<file path="config.mk">
export PLATFORM = sky130hd
export DESIGN_NAME = mvt_sat
export DESIGN_NICKNAME = d
export VERILOG_FILES = /design/src/hw/rtl/mvt_pkg.sv /design/src/hw/rtl/mvt_sat.sv
export SDC_FILE = /design/constraint.sdc
export NUM_CORES = 1
export LEC_CHECK = 0
export ABC_AREA = 1
export BUFFER_PORTS_ARGS = -buffer_cell sky130_fd_sc_hd__clkbuf_2
export CAP_MARGIN = 20
export CORE_AREA = 4 4 153 155
export DETAILED_ROUTE_END_ITERATION = 7
export DIE_AREA = 0 0 157 159
export MAX_ROUTING_LAYER = met4
export PLACE_DENSITY_LB_ADDON = 0.05
export SETUP_SLACK_MARGIN = 0.3
export SLEW_MARGIN = 20
export SYNTH_ARGS = -nofsm -noshare
export SYNTH_HDL_FRONTEND = slang
export SYNTH_SLANG_ARGS = --single-unit
</file>
<file path="constraint.sdc">
create_clock -name i_clk -period 2 [get_ports i_clk]
set_clock_uncertainty 0.1 [all_clocks]
set_input_delay 0.1 -clock i_clk [delete_from_list [all_inputs] [get_ports i_clk]]
set_output_delay 0.1 -clock i_clk [all_outputs]
set_load 0.01 [all_outputs]
</file>
<file path="src/hw/rtl/mvt_pkg.sv">
// Shared types and constants for the 4x4 matrix-vector transform.
`timescale 1ns / 1ps
package mvt_pkg;

    localparam int unsigned DIM      = 4;
    localparam int unsigned IDX_W    = 4;
    localparam int unsigned Q_W      = 32;
    localparam int unsigned PROD_W   = 2 * Q_W;
    localparam int unsigned ACC_W    = PROD_W + 2;
    localparam int unsigned FRAC_W   = 16;

    localparam logic CMD_LOAD      = 1'b0;
    localparam logic CMD_TRANSFORM = 1'b1;

    localparam logic signed [Q_W-1:0] Q_ONE = 32'sh0001_0000;
    localparam logic signed [Q_W-1:0] Q_MAX = 32'sh7FFF_FFFF;
    localparam logic signed [Q_W-1:0] Q_MIN = 32'sh8000_0000;

    typedef logic signed [Q_W-1:0]    t_q16;
    typedef logic signed [PROD_W-1:0] t_prod;
    typedef logic signed [ACC_W-1:0]  t_acc;

    // One request as it travels down the cell chain.
    typedef struct packed {
        logic                 cmd;
        logic [IDX_W-1:0]     idx;
        t_q16                 value;
        t_q16 [DIM-1:0]       vec;
    } t_item;

endpackage

</file>
<file path="src/hw/rtl/mvt_sat.sv">
// Output stage: drop the fraction bits, saturate and hold the result.
`timescale 1ns / 1ps
module mvt_sat (
    input  logic                   i_clk,
    input  logic                   i_rst_n,
    input  logic                   i_en,
    input  logic                   i_valid,
    input  logic                   i_cmd,
    input  mvt_pkg::t_acc [3:0]    i_acc,
    output logic                   o_valid,
    output mvt_pkg::t_q16 [3:0]    o_res,
    output logic                   o_ovf
);
    import mvt_pkg::*;

    localparam int unsigned TOP_W = ACC_W - FRAC_W - Q_W + 1;

    logic               r_valid;
    t_q16 [DIM-1:0]     r_res;
    logic               r_ovf;
    t_q16 [DIM-1:0]     w_res;
    logic [DIM-1:0]     w_ovf;

    always_comb begin
        for (int r = 0; r < DIM; r++) begin
            // Bits above the 32-bit result must all match its sign bit.
            w_ovf[r] = !((&i_acc[r][ACC_W-1 -: TOP_W]) || !(|i_acc[r][ACC_W-1 -: TOP_W]));
            if (w_ovf[r]) begin
                w_res[r] = i_acc[r][ACC_W-1] ? Q_MIN : Q_MAX;
            end else begin
                w_res[r] = i_acc[r][FRAC_W +: Q_W];
            end
        end
    end

    always_ff @(posedge i_clk) begin
        if (!i_rst_n) begin
            r_valid <= 1'b0;
        end else if (i_en) begin
            r_valid <= i_valid && (i_cmd == CMD_TRANSFORM);
        end
    end

    always_ff @(posedge i_clk) begin
        if (i_en) begin
            r_res <= w_res;
            r_ovf <= |w_ovf;
        end
    end

    assign o_valid = r_valid;
    assign o_res   = r_res;
    assign o_ovf   = r_ovf;

endmodule
</file>
## After elaboration in Yosys (flattened, before gate mapping)

Index checks and enable logic that the tools add are counted.
W data, S select, Z words.

| operators by class | value |
|---|---|
| add/sub/neg operators | 0 |
| multipliers | 0 |
| div/mod/pow operators | 0 |
| order comparisons | 0 |
| eq/ne operators | 0 |
| shifts and indexed selects | 0 |
| mux-type cells | 8 |
| bitwise operators | 0 |
| reduce and logical (&&, ||, !) cells | 22 |

Operators by type and width:

| kind | number |
|---|---|
| $mux W32 | 8 |
| $reduce_and A19 Y1 | 4 |
| $reduce_or A19 Y1 | 4 |
| $logic_not A1 Y1 | 8 |
| $logic_or A1 B1 Y1 | 4 |
| $reduce_or A4 Y1 | 1 |
| $logic_and A1 B1 Y1 | 1 |

| word-level totals | value |
|---|---|
| register bits | 130 |
| bits in latches | 0 |
| memory bits (writable) | 0 |
| ROM bits | 0 |
| output and inout bits | 130 |
| logic and storage cells | 36 |
| memories kept | 0 |

## Depth between registers and ports, before layout

Gate-level depths: netlist (run 1).

| depth | value |
|---|---|
| depth after elaboration | 5 |
| depth in mapped cells | 9 |
| depth with buffers taken out | 9 |

## Worst setup path before layout (run 1)

OpenSTA, ideal clock, no wires.

| timing | value |
|---|---|
| kind | input-to-reg |
| start | input port i_acc[246] in the netlist's numbering |
| end | register r_res (netlist bit o_res[100]), data pin |
| library setup time | 252 ps |
| arrival time | 878 ps |
| required time | 1648 ps |
| setup slack | 770 ps |
| stages on the path | 6 |
| path buffers | 1 |
| cells stage by stage | or2_1 -> nor2_1 -> nand3_2 -> nand3b_2 -> buf_6 -> nand2_1 |

RTL lines:

| item | RTL line | text |
|---|---|---|
| start: declaration | mvt_sat.sv:9 | `input mvt_pkg::t_acc [3:0] i_acc,` |
| end signal: assignment | mvt_sat.sv:46 | `r_res <= w_res;` |
| end: declaration | mvt_sat.sv:19 | `t_q16 [DIM-1:0] r_res;` |

==> results.toml, run 1 <==
[die]
die_y_um = 159
dieArea_mm2 = 0.02496
rows = 54
pin_count = 399
start_util_pct = 26.38
die_x_um = 157
coreArea_mm2 = 0.02182

[route]
route.detailed.drc = 0
vias_per_cell = 4.118
drt-initial-drc-count = 250
dr.pass1.iters = 6
num_vias = 5399
postRouteAntennaNets = 0
drt_wl_total_um = 18540
wl_per_cell_um = 14.14

[critical_path]
start_kind = "input port"
cp_slowest_cell = "dlygate4sd3_1"
crit_chain = "dlygate4sd3_1 -> clkbuf_2 -> inv_1 -> nand2_1 -> nor2_1 -> nand3_1 -> nand2_4 -> buf_12 -> nand2_1 -> nand2_1"
critPathArrivalTime_ps = 1780
cp-endpoint = "o_res[73]$_DFFE_PP_"
r2r_setup_slack_ps = 710
regToRegEndpoint = "o_valid$_SDFFE_PN0P_"
timing.rr.start = "o_valid$_SDFFE_PN0P_"
crit_fanout = 17
worst_path_largest_cell_delay_ps = 540
cp.required_ps = 2180
cp-startpoint = "i_acc[197]"
cp_common_cell = "nand2_1"
endpoint_kind = "flop"
critical_path_class = "in -> reg"
reg2reg_depth = 3

[synthesis]
syn_area_mm2 = 0.005757
synth_nets = 815
synth_fa_ha_area_share_pct = 0
yosys.area_share.simple_pct = 26.93
ys_warn_count = 0
ys_seq_area_share_pct = 67.64
synth_xor_xnor_area_share_pct = 0
synth_cells = 546
muxShareOfSynthArea_pct = 0
avgSynthCellArea_um2 = 10.54
ys_ff_latch = 130
synth_top_family_by_area = "simple AND/OR/NAND/NOR gates"
ys_types = 19
synth-compound-area-share_pct = 0.1739

[timing]
rsz0062_at_grt = "false"
fin_crit_ps = 1598
fin_crit_sh_pct = 79.88
tightest_slew_ps = 483.4
setup_violations = 0
slew-limit-headroom_pct = 67.78
max_freq_mhz = 626.0
finalHoldViolCount = 0
drv_slew = 0
hold_ws_ps = 11.48
setup_tns_ps = 0

[clock_tree]
cts.htree.levels = 4
cts_buffer_depth = 2
clock-sinks = 130
cts_tree = "built"
numCtsBuffers = 17
clk_pin_slew_ps = 60
clock-root-buffer = "clkbuf_16"
clk_latency_ps = 410

[power]
p_comb_share_pct = 13.3
power.total_uw = 7530
max-vdd-ir-drop_mv = 0.4570
clkPwrFrac_pct = 43.0
p_leak_uw = 0.004395
pwr-share-seq_pct = 43.7
switchingPower_uw = 1792
p_int_uw = 5738
switching_share_pct = 23.80
p_per_area_mw_per_mm2 = 781.7

[grt]
grt_util_all_layers_pct = 15.01
grt_pass1_wl_um = 28610
overflow = 0
grt_pass1_vias = 5776
antenna_found_initial = 0
grt_max_degree = 44

[layout]
nets = 1287
drive_above_1_share_pct = 38.12
antenna_cells = 0
syn2layout_area_growth_pct = 67.33
n_fill_cell = 2177

[run_status]
outcome = "finished, final reports clean"

[place]
port_buffers = 334
place_congestion = 0.8627
place_hpwl_um = 13790

[worst_hold_path]
min_from = "i_en"
hold_class = "in -> reg"

[job]
drv_cap = 0
critical path, delay by kind of cell:
kind,cells,cell delay (ps)
buffers and inverters,4,950
and+or+nand+nor,6,730
power by group through the flow:
| stage | combinational, µW | clock, µW | sequential, µW |
|---|---|---|---|
| 3_3_place_gp | 803 | 0 | 3340 |
| 2_1_floorplan | 143 | 0 | 3470 |
| 6_report | 1000 | 3240 | 3290 |
| 3_5_place_dp | 808 | 0 | 3350 |
| 4_1_cts | 1020 | 3350 | 3290 |
| 5_1_grt | 1100 | 3460 | 3310 |
placed cells by master, fill, tap and decap left out, types with 8 or more instances in the layout:
| cell type | count |
|---|---|
| or2_1 | 8 |
| buf_4 | 10 |
| dlygate4sd3_1 | 131 |
| clkbuf_16 | 17 |
| nand2_1 | 292 |
| edfxtp_1 | 129 |
| nor2_1 | 54 |
| nand4_1 | 8 |
| clkbuf_2 | 333 |
registers in the layout (all words and copies together), names as in the netlist:
signal and flops:
o_res 128, o_ovf 1, o_valid 1
metal layers:
metal / up-vias / GRT usage [%] / wire, µm
li1: 2729 / - / -
met4: 0 / 5.168 / 414
met3: 25 / 4.947 / 1525
met1: 2431 / 16.03 / 7185
met5: - / - / 0
met2: 214 / 25.96 / 9419
per-stage QoR:
step | cells | area, µm² | setup WS, ps | util, %
2_1_floorplan | 546 | 5757 | 769.9 | -
3_3_place_gp | 1146 | 7685 | 364.7 | 35.21
3_5_place_dp | 1146 | 7685 | 360.7 | 35.21
4_1_cts | 1308 | 9595 | 411.2 | 43.97
5_1_grt | 1311 | 9633 | 256.5 | 44.14
6_report | 1311 | 9633 | 402.5 | 44.14
cell type report:
cell class / count / area (µm²) / share of cell area (%)
sequential: 130 / 3894 / 40.42
timing repair buffer: 481 / 3184 / 33.06
multi-input combinational: 382 / 1573 / 16.33
clock buffer: 19 / 432.9 / 4.494
tap: 280 / 350.3 / 3.637
clock inverter: 13 / 176.4 / 1.831
inverter: 6 / 22.52 / 0.2338
cells in the mapped netlist:
master	n	area, µm²
nand3_1	5	25.02
nand2_2	1	6.260
buf_6	21	236.5
clkbuf_1	3	11.26
a21oi_1	1	5.000
nand2_1	292	1096
nand2_4	3	33.78
nand3b_2	3	33.78
or2_1	8	50.05
nor2_2	2	12.51
nand3_2	4	40.04
nand4_1	8	50.05
inv_1	6	22.52
buf_4	3	22.52
dlygate4sd3_1	1	10.01
dfxtp_1	1	20.02
nor2_1	54	202.7
o21ai_0	1	5.000
edfxtp_1	129	3874
worst min path at each step:
stage	cells after the start	slack [ps]	end
5_1_grt	1	0.8	o_res[50]$_DFFE_PP_
3_5_place_dp	1	230	o_res[127]$_DFFE_PP_
6_report	1	10	o_res[50]$_DFFE_PP_
3_3_place_gp	1	220	o_res[95]$_DFFE_PP_
2_1_floorplan	1	90	o_valid$_SDFFE_PN0P_
4_1_cts	1	0.6	o_res[50]$_DFFE_PP_
logic make-up (layout without fill, tap and decap cells):
logic type | count (synthesis) | in the layout
AO/OA/AOI/OAI | 2 | 2
buffers and inverters | 34 | 519
AND/OR/NAND/NOR | 380 | 380
flip-flops | 130 | 130
timing repair:
action | in CTS | in global routing
setup buffers | 0 | 2
hold buffers | 130 | 1
gates resized for setup | 0 | 2
endpoints found under the hold margin | 129 | 1
setup endpoints to repair | 0 | 2
Note: power is estimated with default switching activity, not from simulation.
==> inputs of run 2 (changes only) <==
--- a/config.mk
+++ b/config.mk
@@ -8,9 +8,9 @@
 export ABC_AREA = 1
 export BUFFER_PORTS_ARGS = -buffer_cell sky130_fd_sc_hd__clkbuf_2
 export CAP_MARGIN = 20
-export CORE_AREA = 4 4 153 155
+export CORE_AREA = 4 4 154 156
 export DETAILED_ROUTE_END_ITERATION = 7
-export DIE_AREA = 0 0 157 159
+export DIE_AREA = 0 0 158 160
 export MAX_ROUTING_LAYER = met4
 export PLACE_DENSITY_LB_ADDON = 0.05
 export SETUP_SLACK_MARGIN = 0.3
==> constraint.sdc (replaced) <==
create_clock -name i_clk -period 1.51 [get_ports i_clk]
set_clock_uncertainty 0.1 [all_clocks]
set_input_delay 0.0755 -clock i_clk [delete_from_list [all_inputs] [get_ports i_clk]]
set_output_delay 0.0755 -clock i_clk [all_outputs]
set_load 0.01 [all_outputs]
==> results.toml, run 2 (synthesis results as in run 1) <==
[timing]
rsz0062_at_grt = "false"
finalHoldViolCount = 18
drv_slew = 0
setup_violations = 0
setup_tns_ps = 0
slew-limit-headroom_pct = 82.96
tightest_slew_ps = 255.6
max_freq_mhz = 842.8
fin_crit_ps = 1187
hold_ws_ps = -78.48
fin_crit_sh_pct = 78.58

[clock_tree]
numCtsBuffers = 17
clk_pin_slew_ps = 60
clk_latency_ps = 400
cts_tree = "built"
hold_buffers = 131
clock-sinks = 130
cts_buffer_depth = 2
clock-root-buffer = "clkbuf_16"
ctsResizeCount = 0
cts.htree.levels = 4

[route]
wl_per_cell_um = 14.08
postRouteAntennaNets = 0
drt_wl_total_um = 18590
route.detailed.drc = 0
drt-initial-drc-count = 224
vias_per_cell = 4.105
num_vias = 5419
dr.pass1.iters = 4

[worst_hold_path]
hold_class = "in -> reg"
min_from = "i_en"

[power]
p_per_area_mw_per_mm2 = 1046
switching_share_pct = 22.55
pwr-share-seq_pct = 42.7
clkPwrFrac_pct = 44.1
switchingPower_uw = 2302
p_leak_uw = 0.004457
p_int_uw = 7905
max-vdd-ir-drop_mv = 0.6758
p_comb_share_pct = 13.2

[critical_path]
timing.rr.start = "o_valid$_SDFFE_PN0P_"
critPathArrivalTime_ps = 1380
start_kind = "input port"
critical_path_class = "in -> reg"
crit_fanout = 1
endpoint_kind = "flop"
cp-startpoint = "i_cmd"
cp.required_ps = 1700

[place]
place_hpwl_um = 13960
port_buffers = 334
place_congestion = 0.8386

[layout]
layout_commonest_cell = "clkbuf_2"
multiInputGateArea_mm2 = 0.001560
n_fill_cell = 2210
drive_above_1_share_pct = 38.45
antenna_cells = 0
mostFrequentLayoutCells = "clkbuf_2, nand2_1, dlygate4sd3_1"
syn2layout_area_growth_pct = 69.46
largest_reg_flops = 128
nets = 1292
seqCellArea_mm2 = 0.003894

[die]
pin_count = 399
rows = 55
die_x_um = 158
start_util_pct = 25.74
coreArea_mm2 = 0.02237
dieArea_mm2 = 0.02528
die_y_um = 160

[grt]
grt_max_degree = 43
overflow = 0
grt_pass1_wl_um = 28520
grt_util_all_layers_pct = 14.74
antenna_found_initial = 0
grt_pass1_vias = 5674

[run_status]
outcome = "finished, violations left"
violations = "hold timing"

[job]
drv_cap = 0
[run 2: cell count changes in the layout (fill, tap and decap cells not counted)]
| cell | change |
|---|---|
| buf_12 | +5 |
| bufinv_16 | +2 |
| clkbuf_1 | -2 |
| clkinv_1 | +1 |
| clkinv_2 | +2 |
| clkinv_4 | -1 |
| inv_6 | -2 |
| inv_8 | -1 |
| nand2_2 | +1 |
| nand2_4 | -1 |
| nand3_2 | +1 |
| nand3_4 | -1 |
[run 2: worst paths after layout]
path | endpoint | slack, ps | cells after the start
worst min-delay path | o_res[63]$_DFFE_PP_ | -80 | 1
worst max register to register | o_valid$_SDFFE_PN0P_ | 790 | 2
worst min register to register | o_valid$_SDFFE_PN0P_ | 440 | 2
worst max-delay path | o_valid$_SDFFE_PN0P_ | 320 | 5
[run 2: cell type report]
type                    instances  area share (%)
flip-flops and latches        130           39.91
repair buffers                486           33.67
multi-input cells             382           15.99
clock buffers                  17           4.361
well taps                     285           3.655
clock inverters                14           2.180
inverters                       6          0.2309
[run 2: metal layers]
metal,track usage (%),wire length [µm],part of all wire [%]
met1,16.82,7720,42
met4,3.955,233,1.3
met2,25.08,9110,49
met5,-,0,0
met3,4.499,1524,8.2
[run 2: power groups by stage]
stage	logic, µW	clock network, µW	registers, µW
after floorplan	189	0	4590
after global placement	1090	0	4430
after detailed placement	1090	0	4440
after CTS	1370	4640	4360
after global routing	1470	4780	4390
final	1350	4500	4360
[run 2: critical path: stages]
cell and delay [ps]:
dlygate4sd3_1 540, clkbuf_2 100, nand2_1 40, dlygate4sd3_1 550, a21oi_1 60
[run 2: timing repair]
item,in CTS,in global routing
buffers inserted,0,0
endpoints found under the hold margin,147,18
endpoints found under the setup margin,0,1
[run 2: through the flow]
stage | std cells | cell area [µm²] | setup slack (ps) | util, % | total power, µW
detailed placement | 1158 | 7806 | 72.88 | 34.90 | 5528
global placement | 1158 | 7806 | 83.46 | 34.90 | 5516
floorplan | 546 | 5757 | 304.4 | - | 4780
CTS | 1320 | 9756 | 349.3 | 43.62 | 10380
finish | 1320 | 9756 | 323.5 | 43.62 | 10210
global route | 1320 | 9756 | 316.6 | 43.62 | 10640
==> inputs of run 3 (changes only) <==
--- a/config.mk
+++ b/config.mk
@@ -8,9 +8,9 @@
 export ABC_AREA = 1
 export BUFFER_PORTS_ARGS = -buffer_cell sky130_fd_sc_hd__clkbuf_2
 export CAP_MARGIN = 20
-export CORE_AREA = 4 4 154 156
+export CORE_AREA = 4 4 152 154
 export DETAILED_ROUTE_END_ITERATION = 7
-export DIE_AREA = 0 0 158 160
+export DIE_AREA = 0 0 156 158
 export MAX_ROUTING_LAYER = met4
 export PLACE_DENSITY_LB_ADDON = 0.05
 export SETUP_SLACK_MARGIN = 0.3
==> constraint.sdc (replaced) <==
create_clock -name i_clk -period 1 [get_ports i_clk]
set_clock_uncertainty 0.1 [all_clocks]
set_input_delay 0.05 -clock i_clk [delete_from_list [all_inputs] [get_ports i_clk]]
set_output_delay 0.05 -clock i_clk [all_outputs]
set_load 0.01 [all_outputs]
==> results.toml, run 3 (synthesis results as in run 1) <==
[run_status]
outcome = "finished, violations left"
violations = "hold timing, setup timing"

[timing]
fin_crit_ps = 1116
drv_slew = 0
setup_ws_ps = -116.4
fin_crit_sh_pct = 111.6
rsz0062_at_grt = "true"
max_freq_mhz = 895.7
slew-limit-headroom_pct = 85.68
hold_ws_ps = -195.8
setup_violations = 229
finalHoldViolCount = 65
tightest_slew_ps = 214.9

[layout]
nets = 1317
syn2layout_area_growth_pct = 108.0
final_area_mm2 = 0.01197
n_fill_cell = 1927
antenna_cells = 0
mostFrequentLayoutCells = "clkbuf_2, edfxtp_1, nand2_2"
layout_commonest_cell = "clkbuf_2"
utilization_pct = 55.21
drive_above_1_share_pct = 68.05
final_cells = 1341
largest_reg_flops = 128

[route]
drt-met1-wl_um = 8367
maxUsedRoutingLayer = "met4"
drt-initial-drc-count = 208
vias_per_cell = 4.304
wl_per_cell_um = 16.57
route.detailed.drc = 0
postRouteAntennaNets = 0
drt_wl_total_um = 22220
dr.pass1.iters = 6
dr_wl_met3_um = 1718
num_vias = 5771
dr_wl_met2_um = 11800

[clock_tree]
clock-root-buffer = "clkbuf_16"
cts.htree.levels = 4
cts_tree = "built"
cts_buffer_depth = 2
clk_latency_ps = 420
numCtsBuffers = 17
clock-sinks = 130
clk_pin_slew_ps = 60

[critical_path]
cp.required_ps = 850
start_kind = "flop"
worst_path_largest_cell_delay_ps = 400
endpoint_kind = "output port"
cp_slowest_cell = "edfxtp_1"
critPathArrivalTime_ps = 970
crit_buf_inv = 1
critical_path_class = "reg -> out"
crit_chain = "clkbuf_2"
cp_top_family = "flip-flops"
crit_fanout = 1

[die]
die_y_um = 158
dieArea_mm2 = 0.02465
rows = 54
start_util_pct = 26.54
pin_count = 399
die_x_um = 156
coreArea_mm2 = 0.02169

[power]
max-vdd-ir-drop_mv = 1.064
p_per_area_mw_per_mm2 = 1325
p_leak_uw = 0.005683

[grt]
grt_max_degree = 31
overflow = 0
grt_pass1_wl_um = 32610
antenna_found_initial = 0
grt_pass1_vias = 6142
grt_util_all_layers_pct = 17.74

[place]
place_inst = 1164
place_ws_ps = -344.5
place_hpwl_um = 14370
port_buffers = 334
place_congestion = 0.9007
dpl_cell_area_mm2 = 0.007946

[job]
drv_cap = 0

[worst_hold_path]
hold_class = "in -> reg"
## run 3: cell types whose count changed in the layout (fill, tap and decap cells not counted), sizes merged
cell         previous run  this run
clkinv                  5         2
clkbuf                350       326
inv                     7        11
buf                    22       134
dlygate4sd3           131        69
bufinv                  5         4
## run 3: worst paths after layout
kind | from | to | slack, ps | cells past startpoint
hold reg to reg | o_valid$_SDFFE_PN0P_ | o_valid$_SDFFE_PN0P_ | 420 | 2
setup / recovery | o_res[119]$_DFFE_PP_ | o_res[119] | -120 | 1
setup reg to reg | o_valid$_SDFFE_PN0P_ | o_valid$_SDFFE_PN0P_ | 300 | 2
hold / removal | i_acc[263] | o_res[127]$_DFFE_PP_ | -200 | 2
## run 3: report_power, final
| group | internal, µW | total [µW] | switching [µW] |
|---|---|---|---|
| clock | 4220 | 6750 | 2530 |
| combinational | 1320 | 2520 | 1200 |
| sequential | 6470 | 6600 | 126 |
## run 3: layer usage
layer | track usage (%) | vias up
li1 | - | 2812
met5 | - | -
met4 | 5.127 | 0
met1 | 20.11 | 2712
met2 | 30.40 | 223
met3 | 5.385 | 24
## run 3: repair_timing
action | CTS | global route
resized for setup | 225 | 208
hold buffers | 67 | 2
cloned | 24 | 2
endpoints found under the hold margin | 132 | 67
pin swaps | 94 | 127
endpoints found under the setup margin | 255 | 256
buffers inserted | 45 | 5
## run 3: per-stage QoR
step	setup TNS, ps	hold slack [ps]	total power (µW)
global route	-23500	-214.7	16540
floorplan	-14680	40.04	7211
global placement	-38250	172.2	8375
detailed placement	-39200	180.4	8392
finish	-11900	-195.8	15860
CTS	-13560	-205.1	15870
## run 3: final cells by class
type / count / area (µm²) / share of cell area (%)
clock inverter: 14 / 202.7 / 1.693
multi-input combinational: 382 / 2681 / 22.39
tap: 280 / 350.3 / 2.926
inverter: 6 / 22.52 / 0.1881
sequential: 130 / 3895 / 32.53
timing repair buffer: 511 / 4393 / 36.69
clock buffer: 18 / 429.2 / 3.584
